**config.mk**
```make
export PLATFORM = sky130hd
export DESIGN_NAME = positional_list_store_top_flat
export DESIGN_NICKNAME = d
export VERILOG_FILES = /design/src/design/plst_pkg.sv /design/src/design/plst_if.sv /design/src/design/positional_list_store_top.sv /design/src/design/plst_cell.sv /design/src/flat_wrapper.sv
export SDC_FILE = /design/constraint.sdc
export NUM_CORES = 2
export LEC_CHECK = 0
export ABC_AREA = 1
export BUFFER_PORTS_ARGS = -buffer_cell sky130_fd_sc_hd__buf_2
export CAP_MARGIN = 20
export CELL_PAD_IN_SITES_DETAIL_PLACEMENT = 1
export CELL_PAD_IN_SITES_GLOBAL_PLACEMENT = 2
export CORE_ASPECT_RATIO = 1.1
export CORE_UTILIZATION = 40
export CTS_CLUSTER_SIZE = 20
export DETAILED_ROUTE_END_ITERATION = 12
export GPL_TIMING_DRIVEN = 0
export PLACE_DENSITY_LB_ADDON = 0.3
export SLEW_MARGIN = 20
export SYNTH_ARGS = -nofsm -noshare
export SYNTH_HDL_FRONTEND = slang
export SYNTH_SLANG_ARGS = --single-unit
```
**constraint.sdc**
```tcl
create_clock -name clk -period 13.95 [get_ports clk]
set_clock_uncertainty 0.05 [all_clocks]
set_input_delay 2.79 -clock clk [delete_from_list [all_inputs] [get_ports clk]]
set_output_delay 2.79 -clock clk [all_outputs]
set_load 0.02 [all_outputs]
```
**src/design/plst_pkg.sv**
```systemverilog
// Shared types and constants for the positional list store.
// No dependencies; used by the interfaces, the cell and the top level.
package plst_pkg;

  localparam int ACTION_W = 2;
  localparam int POS_W    = 6;
  localparam int DATA_W   = 32;
  localparam int COUNT_W  = 6;

  // Request action codes
  localparam logic [ACTION_W-1:0] ACT_READ   = 2'd0;
  localparam logic [ACTION_W-1:0] ACT_INSERT = 2'd1;
  localparam logic [ACTION_W-1:0] ACT_DELETE = 2'd2;

  // Result status codes
  localparam logic ST_DONE  = 1'b0;
  localparam logic ST_ERROR = 1'b1;

  // Command broadcast to every cell of the row
  typedef struct packed {
    logic             ins;   // insert: shift up from slot, load value at slot
    logic             del;   // delete: shift down from slot
    logic [POS_W-1:0] slot;  // zero-based target slot (position - 1)
  } plst_cmd_t;

endpackage

```
**src/design/plst_if.sv**
```systemverilog
// Request and response channel interfaces (valid/ready plus payload).
// Depends on plst_pkg for field widths.
interface plst_req_if;
  import plst_pkg::*;
  logic                       valid;
  logic                       ready;
  logic [ACTION_W-1:0]        action;
  logic [POS_W-1:0]           position;
  logic signed [DATA_W-1:0]   value;
  modport source (output valid, action, position, value, input ready);
  modport sink   (input valid, action, position, value, output ready);
endinterface

interface plst_rsp_if;
  import plst_pkg::*;
  logic                       valid;
  logic                       ready;
  logic                       status;
  logic signed [DATA_W-1:0]   entry_out;
  logic [COUNT_W-1:0]         count;
  modport source (output valid, status, entry_out, count, input ready);
  modport sink   (input valid, status, entry_out, count, output ready);
endinterface

```
**src/design/positional_list_store_top.sv**
```systemverilog
// Positional list store: each accepted request is answered from the response
// register. Throughput: one transaction per cycle while responses are taken;
// every cell compares its index with the target slot and shifts in parallel.
// A new request is taken while a finished response waits, if it is taken.
// Reset clears the entry count and the response valid; entries are not
// cleared and hold their value until overwritten.
module positional_list_store_top #(
  parameter int CAPACITY = 32
) (
  input logic       clk,
  input logic       rst,
  plst_req_if.sink   req,
  plst_rsp_if.source rsp
);
  import plst_pkg::*;

  localparam int IDX_W = (CAPACITY > 1) ? $clog2(CAPACITY) : 1;
  localparam int CNT_W = $clog2(CAPACITY + 1);
  localparam int EW    = (CNT_W > POS_W) ? CNT_W : POS_W;

  logic [CNT_W-1:0]          count_q;
  logic                      rsp_valid;
  logic                      rsp_status;
  logic signed [DATA_W-1:0]  rsp_entry;
  logic [COUNT_W-1:0]        rsp_count;

  logic                      accept;
  logic [POS_W-1:0]          slot;
  logic [EW-1:0]             slot_ext;
  logic [EW-1:0]             count_ext;
  logic                      pos_nonzero;
  logic                      in_list;
  logic                      in_append;
  logic                      is_full;
  logic                      op_ok;
  logic                      ins_ok;
  logic                      del_ok;
  logic signed [DATA_W-1:0]  rd_data;
  logic [CNT_W-1:0]          count_next;
  logic [EW-1:0]             count_next_ext;
  plst_cmd_t                 cmd;

  logic signed [DATA_W-1:0]  cell_q  [CAPACITY];
  logic signed [DATA_W-1:0]  cell_rd [CAPACITY];

  // Handshake: output register frees when empty or being taken
  assign req.ready = !rsp_valid || rsp.ready;
  assign accept    = req.valid && req.ready;

  // Range checks
  assign slot        = req.position - POS_W'(1);
  assign slot_ext    = EW'(slot);
  assign count_ext   = EW'(count_q);
  assign pos_nonzero = (req.position != '0);
  assign in_list     = pos_nonzero && (slot_ext < count_ext);
  assign in_append   = pos_nonzero && (slot_ext <= count_ext);
  assign is_full     = (count_ext == EW'(CAPACITY));

  // Action decode
  always_comb begin
    op_ok  = 1'b0;
    ins_ok = 1'b0;
    del_ok = 1'b0;
    unique case (req.action)
      ACT_READ:   op_ok = in_list;
      ACT_INSERT: begin
        op_ok  = in_append && !is_full;
        ins_ok = op_ok;
      end
      ACT_DELETE: begin
        op_ok  = in_list;
        del_ok = op_ok;
      end
      default:    op_ok = 1'b0;
    endcase
  end

  assign cmd.ins  = accept && ins_ok;
  assign cmd.del  = accept && del_ok;
  assign cmd.slot = slot;

  // Row of cells
  for (genvar i = 0; i < CAPACITY; i++) begin : g_cell
    logic signed [DATA_W-1:0] left_v;
    logic signed [DATA_W-1:0] right_v;
    if (i == 0) begin : g_first
      assign left_v = '0;
    end else begin : g_mid_l
      assign left_v = cell_q[i-1];
    end
    if (i == CAPACITY - 1) begin : g_last
      assign right_v = '0;
    end else begin : g_mid_r
      assign right_v = cell_q[i+1];
    end
    plst_cell #(
      .IDX   (i),
      .IDX_W (IDX_W)
    ) u_cell (
      .clk       (clk),
      .cmd       (cmd),
      .ins_value (req.value),
      .left_q    (left_v),
      .right_q   (right_v),
      .q         (cell_q[i]),
      .rd        (cell_rd[i])
    );
  end

  // Collect the addressed entry (one cell at most is nonzero)
  always_comb begin
    rd_data = '0;
    for (int i = 0; i < CAPACITY; i++) begin
      rd_data = rd_data | cell_rd[i];
    end
  end

  // Count update
  always_comb begin
    count_next = count_q;
    if (ins_ok) begin
      count_next = count_q + CNT_W'(1);
    end else if (del_ok) begin
      count_next = count_q - CNT_W'(1);
    end
  end
  assign count_next_ext = EW'(count_next);

  // Control registers
  always_ff @(posedge clk) begin
    if (rst) begin
      count_q   <= '0;
      rsp_valid <= 1'b0;
    end else begin
      if (accept) begin
        count_q   <= count_next;
        rsp_valid <= 1'b1;
      end else if (rsp.ready) begin
        rsp_valid <= 1'b0;
      end
    end
  end

  // Response payload register
  always_ff @(posedge clk) begin
    if (accept) begin
      rsp_status <= op_ok ? ST_DONE : ST_ERROR;
      rsp_entry  <= (op_ok && !ins_ok) ? rd_data : '0;
      rsp_count  <= count_next_ext[COUNT_W-1:0];
    end
  end

  assign rsp.valid     = rsp_valid;
  assign rsp.status    = rsp_status;
  assign rsp.entry_out = rsp_entry;
  assign rsp.count     = rsp_count;

`ifndef SYNTHESIS
  // Count never exceeds the row length
  a_count_range: assert property (@(posedge clk) disable iff (rst)
    EW'(count_q) <= EW'(CAPACITY))
    else $error("entry count above capacity");

  // A successful insert grows the list by one
  a_ins_count: assert property (@(posedge clk) disable iff (rst)
    (accept && ins_ok) |=> (count_q == $past(count_q) + CNT_W'(1)))
    else $error("insert did not bump count");

  // A successful delete shrinks the list by one
  a_del_count: assert property (@(posedge clk) disable iff (rst)
    (accept && del_ok) |=> (count_q == $past(count_q) - CNT_W'(1)))
    else $error("delete did not drop count");

  // Error responses carry a zero entry
  a_err_zero: assert property (@(posedge clk) disable iff (rst)
    (rsp_valid && rsp_status == ST_ERROR) |-> (rsp_entry == '0))
    else $error("error response with nonzero entry");

  // Empty output register always takes a request
  a_ready_free: assert property (@(posedge clk) disable iff (rst)
    !rsp_valid |-> req.ready)
    else $error("not ready with empty response register");
`endif

endmodule

```
**src/design/plst_cell.sv**
```systemverilog
// One storage cell of the list row: holds a single entry and shifts
// with its neighbors on insert and delete. Depends on plst_pkg.
module plst_cell #(
  parameter int IDX   = 0,
  parameter int IDX_W = 5
) (
  input  logic                            clk,
  input  plst_pkg::plst_cmd_t             cmd,
  input  logic signed [plst_pkg::DATA_W-1:0] ins_value,
  input  logic signed [plst_pkg::DATA_W-1:0] left_q,
  input  logic signed [plst_pkg::DATA_W-1:0] right_q,
  output logic signed [plst_pkg::DATA_W-1:0] q,
  output logic signed [plst_pkg::DATA_W-1:0] rd
);
  import plst_pkg::*;

  localparam int CW = (IDX_W > POS_W) ? IDX_W : POS_W;

  logic [CW-1:0] my_idx;
  logic [CW-1:0] slot_w;
  logic          at_slot;
  logic          past_slot;

  // Position compare against the broadcast slot
  assign my_idx    = CW'(IDX);
  assign slot_w    = CW'(cmd.slot);
  assign at_slot   = (slot_w == my_idx);
  assign past_slot = (my_idx > slot_w);

  // Entry register: shift up, load, or shift down
  always_ff @(posedge clk) begin
    if (cmd.ins && past_slot) begin
      q <= left_q;
    end else if (cmd.ins && at_slot) begin
      q <= ins_value;
    end else if (cmd.del && (at_slot || past_slot)) begin
      q <= right_q;
    end
  end

  // Read contribution: only the addressed cell drives nonzero
  assign rd = at_slot ? q : '0;

endmodule

```
**src/flat_wrapper.sv**
```systemverilog
// flat-port wrapper written by rule: the top's interface ports become plain ports
module positional_list_store_top_flat import plst_pkg::*;
#(
  parameter int CAPACITY = 32
)
  (clk, rst, req_valid, req_action, req_position, req_value, req_ready, rsp_valid, rsp_status, rsp_entry_out, rsp_count, rsp_ready);
  plst_req_if req_i ();
  plst_rsp_if rsp_i ();
  input logic clk;
  input logic rst;
  input wire logic [$bits(req_i.valid)-1:0] req_valid;
  input wire logic [$bits(req_i.action)-1:0] req_action;
  input wire logic [$bits(req_i.position)-1:0] req_position;
  input wire logic [$bits(req_i.value)-1:0] req_value;
  output wire logic [$bits(req_i.ready)-1:0] req_ready;
  output wire logic [$bits(rsp_i.valid)-1:0] rsp_valid;
  output wire logic [$bits(rsp_i.status)-1:0] rsp_status;
  output wire logic [$bits(rsp_i.entry_out)-1:0] rsp_entry_out;
  output wire logic [$bits(rsp_i.count)-1:0] rsp_count;
  input wire logic [$bits(rsp_i.ready)-1:0] rsp_ready;
  assign req_i.valid = req_valid;
  assign req_i.action = req_action;
  assign req_i.position = req_position;
  assign req_i.value = req_value;
  assign req_ready = req_i.ready;
  assign rsp_valid = rsp_i.valid;
  assign rsp_status = rsp_i.status;
  assign rsp_entry_out = rsp_i.entry_out;
  assign rsp_count = rsp_i.count;
  assign rsp_i.ready = rsp_ready;
  positional_list_store_top #(.CAPACITY(CAPACITY)) u_core (.clk(clk), .rst(rst), .req(req_i), .rsp(rsp_i));
endmodule
```
==> reports/metrics.cfg <==
[min_path]
hp-start = u_core.rsp.valid
hold_class = register to register
whs_path_depth = 2
worstHoldEndpoint = u_core.rsp.valid

[setup_path]
path_common_cell = nor2_1
worstPathCellList = buf_2 -> inv_2 -> ha_1 -> xnor2_2 -> inv_1 -> nor2_1 -> inv_1 -> nor2_2 -> nand2_1 -> clkinv_1 -> buf_2 -> nand2_1 -> nand2_1 -> nor2_1 -> nand4_1 -> nor2_1 -> nor2_1
r2r-end = u_core.g_cell[15].u_cell.q[3]
reg2reg_slack_ps = 8500
cp_max_fo = 10
rr_worst_depth = 15
end_kind = register
cp.arrival_ps = 9280
cp-start-kind = input pin
cpPeakStageDelay_ps = 800
crit_path_top_delay_cell = nor2_1
regToRegStartpoint = u_core.count_ext[3]
critPathKind = input pin to register
worstPathRequired_ps = 14420

[floorplan]
start_util = 0.404
placementRows = 156
die_h_um = 430
die_w_um = 391
core-area_mm2 = 0.165
fp.dieArea_mm2 = 0.168
ios = 85

[clock_tree]
numCtsBuffers = 137
cts_tree = built
root_buffer = clkbuf_16
clk_latency_ps = 840
hold_buffers = 0
post_cts_resized = 0
post-cts-setup-buffers = 0
htree_levels = 4
clock_path_buffers = 3
clk_pin_slew_ps = 60
clock-sinks = 1070

[drt]
ant_nets = 0
routedWlPerCell_um = 38.4
drt_pre_antenna_iters = 7
vias_per_cell = 6.49
drtIter0Drc = 12700
routed_wirelength_um = 451000
drc = 0
via_count = 76200

[sta]
tns_ps = 0
setup_viol = 0
fmaxAchievable_mhz = 113
rsz0062_at_grt = no
report.final.slew_viol_count = 0
finalHoldViolCount = 0
layout_min_cycle_time_ps = 8810
worstMarginPinSlew_ps = 1400
post-route-period-util = 0.632
slew-limit-headroom = 0.0651

[pwr]
p_sw_uw = 2470
seqPwrFrac = 0.448
internal-power_uw = 5670
p_clk_frac = 0.440
ir_drop_v = 0.000113
powerDensity_mw_per_mm2 = 108
p_leak_uw = 0.0324
p_comb_frac = 0.112
switching_share = 0.304

[finish]
drive_gt1_frac = 0.0715
areaGrowthSynthToFinish_pct = 13.2
n_fill_cell = 20900
final_cell_area_mm2 = 0.0754
fin_nets = 9464

[place]
placed_cell_area_mm2 = 0.0710
dp_hpwl_um = 372000
port_buffers = 84
place_congestion = 1.13

[synthesis]
synthesis.nets = 9187
synth_area_per_cell_um2 = 7.29
synth_area_leaders = edfxtp_1 (47%), nand3_1 (18%), nand2_1 (18%), inv_1 (3.7%), nand4_1 (2.7%)
yosysWarnings = 0
synth.ff_latch_count = 1070
syn_inst = 9132
synth_seq_area_share = 0.477
synth.top_cell.area_share = 0.465
synthesis.area_mm2 = 0.0666
ys_types = 34
yosys.area.top_type = edfxtp_1

[global_routing]
antenna_found_initial = 29
track_usage = 0.523
gr-total-overflow = 0
grt_pass1_vias = 71600
grt_pass1_wl_um = 594000
grt_start_max_net_pins = 39

[status]
outcome = finished clean

[flow_run]
maxCapViolCount = 0

==> cells by family (layout without fill, tap and decap cells) <==
family | Yosys count | count (layout) | synth area share
AND/OR/NAND/NOR | 6413 | 6413 | 0.419
buffers and inverters | 1411 | 1798 | 0.0838
XOR/XNOR | 10 | 10 | 0.00143
other | 0 | 17 | 0
adder cells (fa/ha/maj) | 11 | 11 | 0.00207
AO/OA/AOI/OAI | 217 | 217 | 0.0168
flip-flops | 1070 | 1070 | 0.477
==> flip-flops by register name, summed over array words and instances, names as in the netlist <==
| signal | flops |
|---|---|
| u_core.rsp.entry_out | 32 |
| u_core.rsp.count | 6 |
| u_core.count_ext | 6 |
| u_core.rsp.status | 1 |
| u_core.g_cell.u_cell.q | 1024 |
| u_core.rsp.valid | 1 |
==> metal layers <==
layer	share of wire	up-vias	track usage
li1	-	31100	-
met1	0.36	37100	0.649
met2	0.40	6418	0.724
met3	0.15	1581	0.202
met4	0.091	34	0.401
met5	0.0016	-	0.00952
==> power by group through the flow <==
stage	clock (µW)	combinational, µW	sequential (µW)
after floorplan	0	358	3680
after global placement	0	791	3710
after detailed placement	0	834	3700
after CTS	3530	837	3640
after global routing	3630	893	3640
final	3580	912	3640
==> cell type report <==
cell class,instances,area [µm²],share of cell area
Multi-Input combinational cell,6651,29500,0.392
Buffer,739,3150,0.0418
Clock inverter,78,614,0.00815
Tap cell,2212,2770,0.0367
Clock buffer,171,3630,0.0481
Antenna cell,17,42.5,0.000564
Inverter,672,2520,0.0335
Timing Repair Buffer,138,1380,0.0184
Sequential cell,1070,31700,0.421
==> Yosys cell counts, drive strengths merged <==
| cell | number |
|---|---|
| o21ai | 191 |
| nand3 | 2425 |
| ha | 11 |
| edfxtp | 1031 |
| clkinv | 5 |
| nand2 | 3208 |
| dfxtp | 39 |
| clkbuf | 466 |
| nor2 | 473 |
| nor3 | 14 |
| xor2 | 9 |
| a22oi | 5 |
| buf | 273 |
| a21oi | 16 |
| o21bai | 1 |
| a21o | 1 |
| a2bb2oi | 2 |
| nand4 | 291 |
| xnor2 | 1 |
| inv | 667 |
| or2 | 2 |
| o22ai | 1 |
==> stage by stage <==
stage | cells | total power (µW) | utilization | worst slack (ps) | hold WS, ps
floorplan | 9132 | 4030 | - | 6580 | 394
global placement | 11400 | 4500 | 0.423 | 1950 | 437
detailed placement | 11500 | 4540 | 0.431 | 5000 | 471
CTS | 11700 | 8010 | 0.457 | 5850 | 480
global route | 11700 | 8170 | 0.457 | 5560 | 516
finish | 11700 | 8140 | 0.458 | 5140 | 480
==> critical path, delay by kind of cell <==
family	cells	cell delay, ps
and+or+nand+nor	9	3270
buffers and inverters	6	2360
adders and majority gates	1	390
xor gates and xnor gates	1	420
==> cell usage in the layout, fill, tap and decap left out, types with 8 or more instances in the layout <==
master,count
xor2_1,9
dfxtp_1,39
buf_16,13
o21ai_1,44
nand2_1,3202
clkbuf_1,433
o21ai_0,145
clkbuf_2,61
clkbuf_16,139
inv_1,650
a21oi_1,11
edfxtp_1,1031
ha_1,11
nor3_1,8
nand4_1,290
buf_12,19
diode_2,17
nor2_2,12
nor2_1,441
buf_2,292
buf_4,16
nand3_1,2424
clkinv_2,24
buf_1,56
clkinv_1,38
inv_2,17
clkinv_8,8
nor2_4,20
buf_6,14
==> how the worst max path moves through the flow <==
| stage | from | to | slack, ps | cells after the start |
|---|---|---|---|---|
| final | req_position[0] | u_core.rsp.entry_out[19] | 5140 | 17 |
| after global routing | req_position[0] | u_core.g_cell[15].u_cell.q[30] | 5560 | 19 |
| after CTS | req_position[0] | u_core.rsp.entry_out[19] | 5850 | 17 |
| after detailed placement | req_position[0] | u_core.rsp.entry_out[19] | 5000 | 17 |
| after global placement | req_position[0] | u_core.g_cell[15].u_cell.q[5] | 1950 | 14 |
| after floorplan | req_position[0] | u_core.g_cell[15].u_cell.q[0] | 6580 | 13 |
No activity file was read; power rests on OpenSTA's default activity.
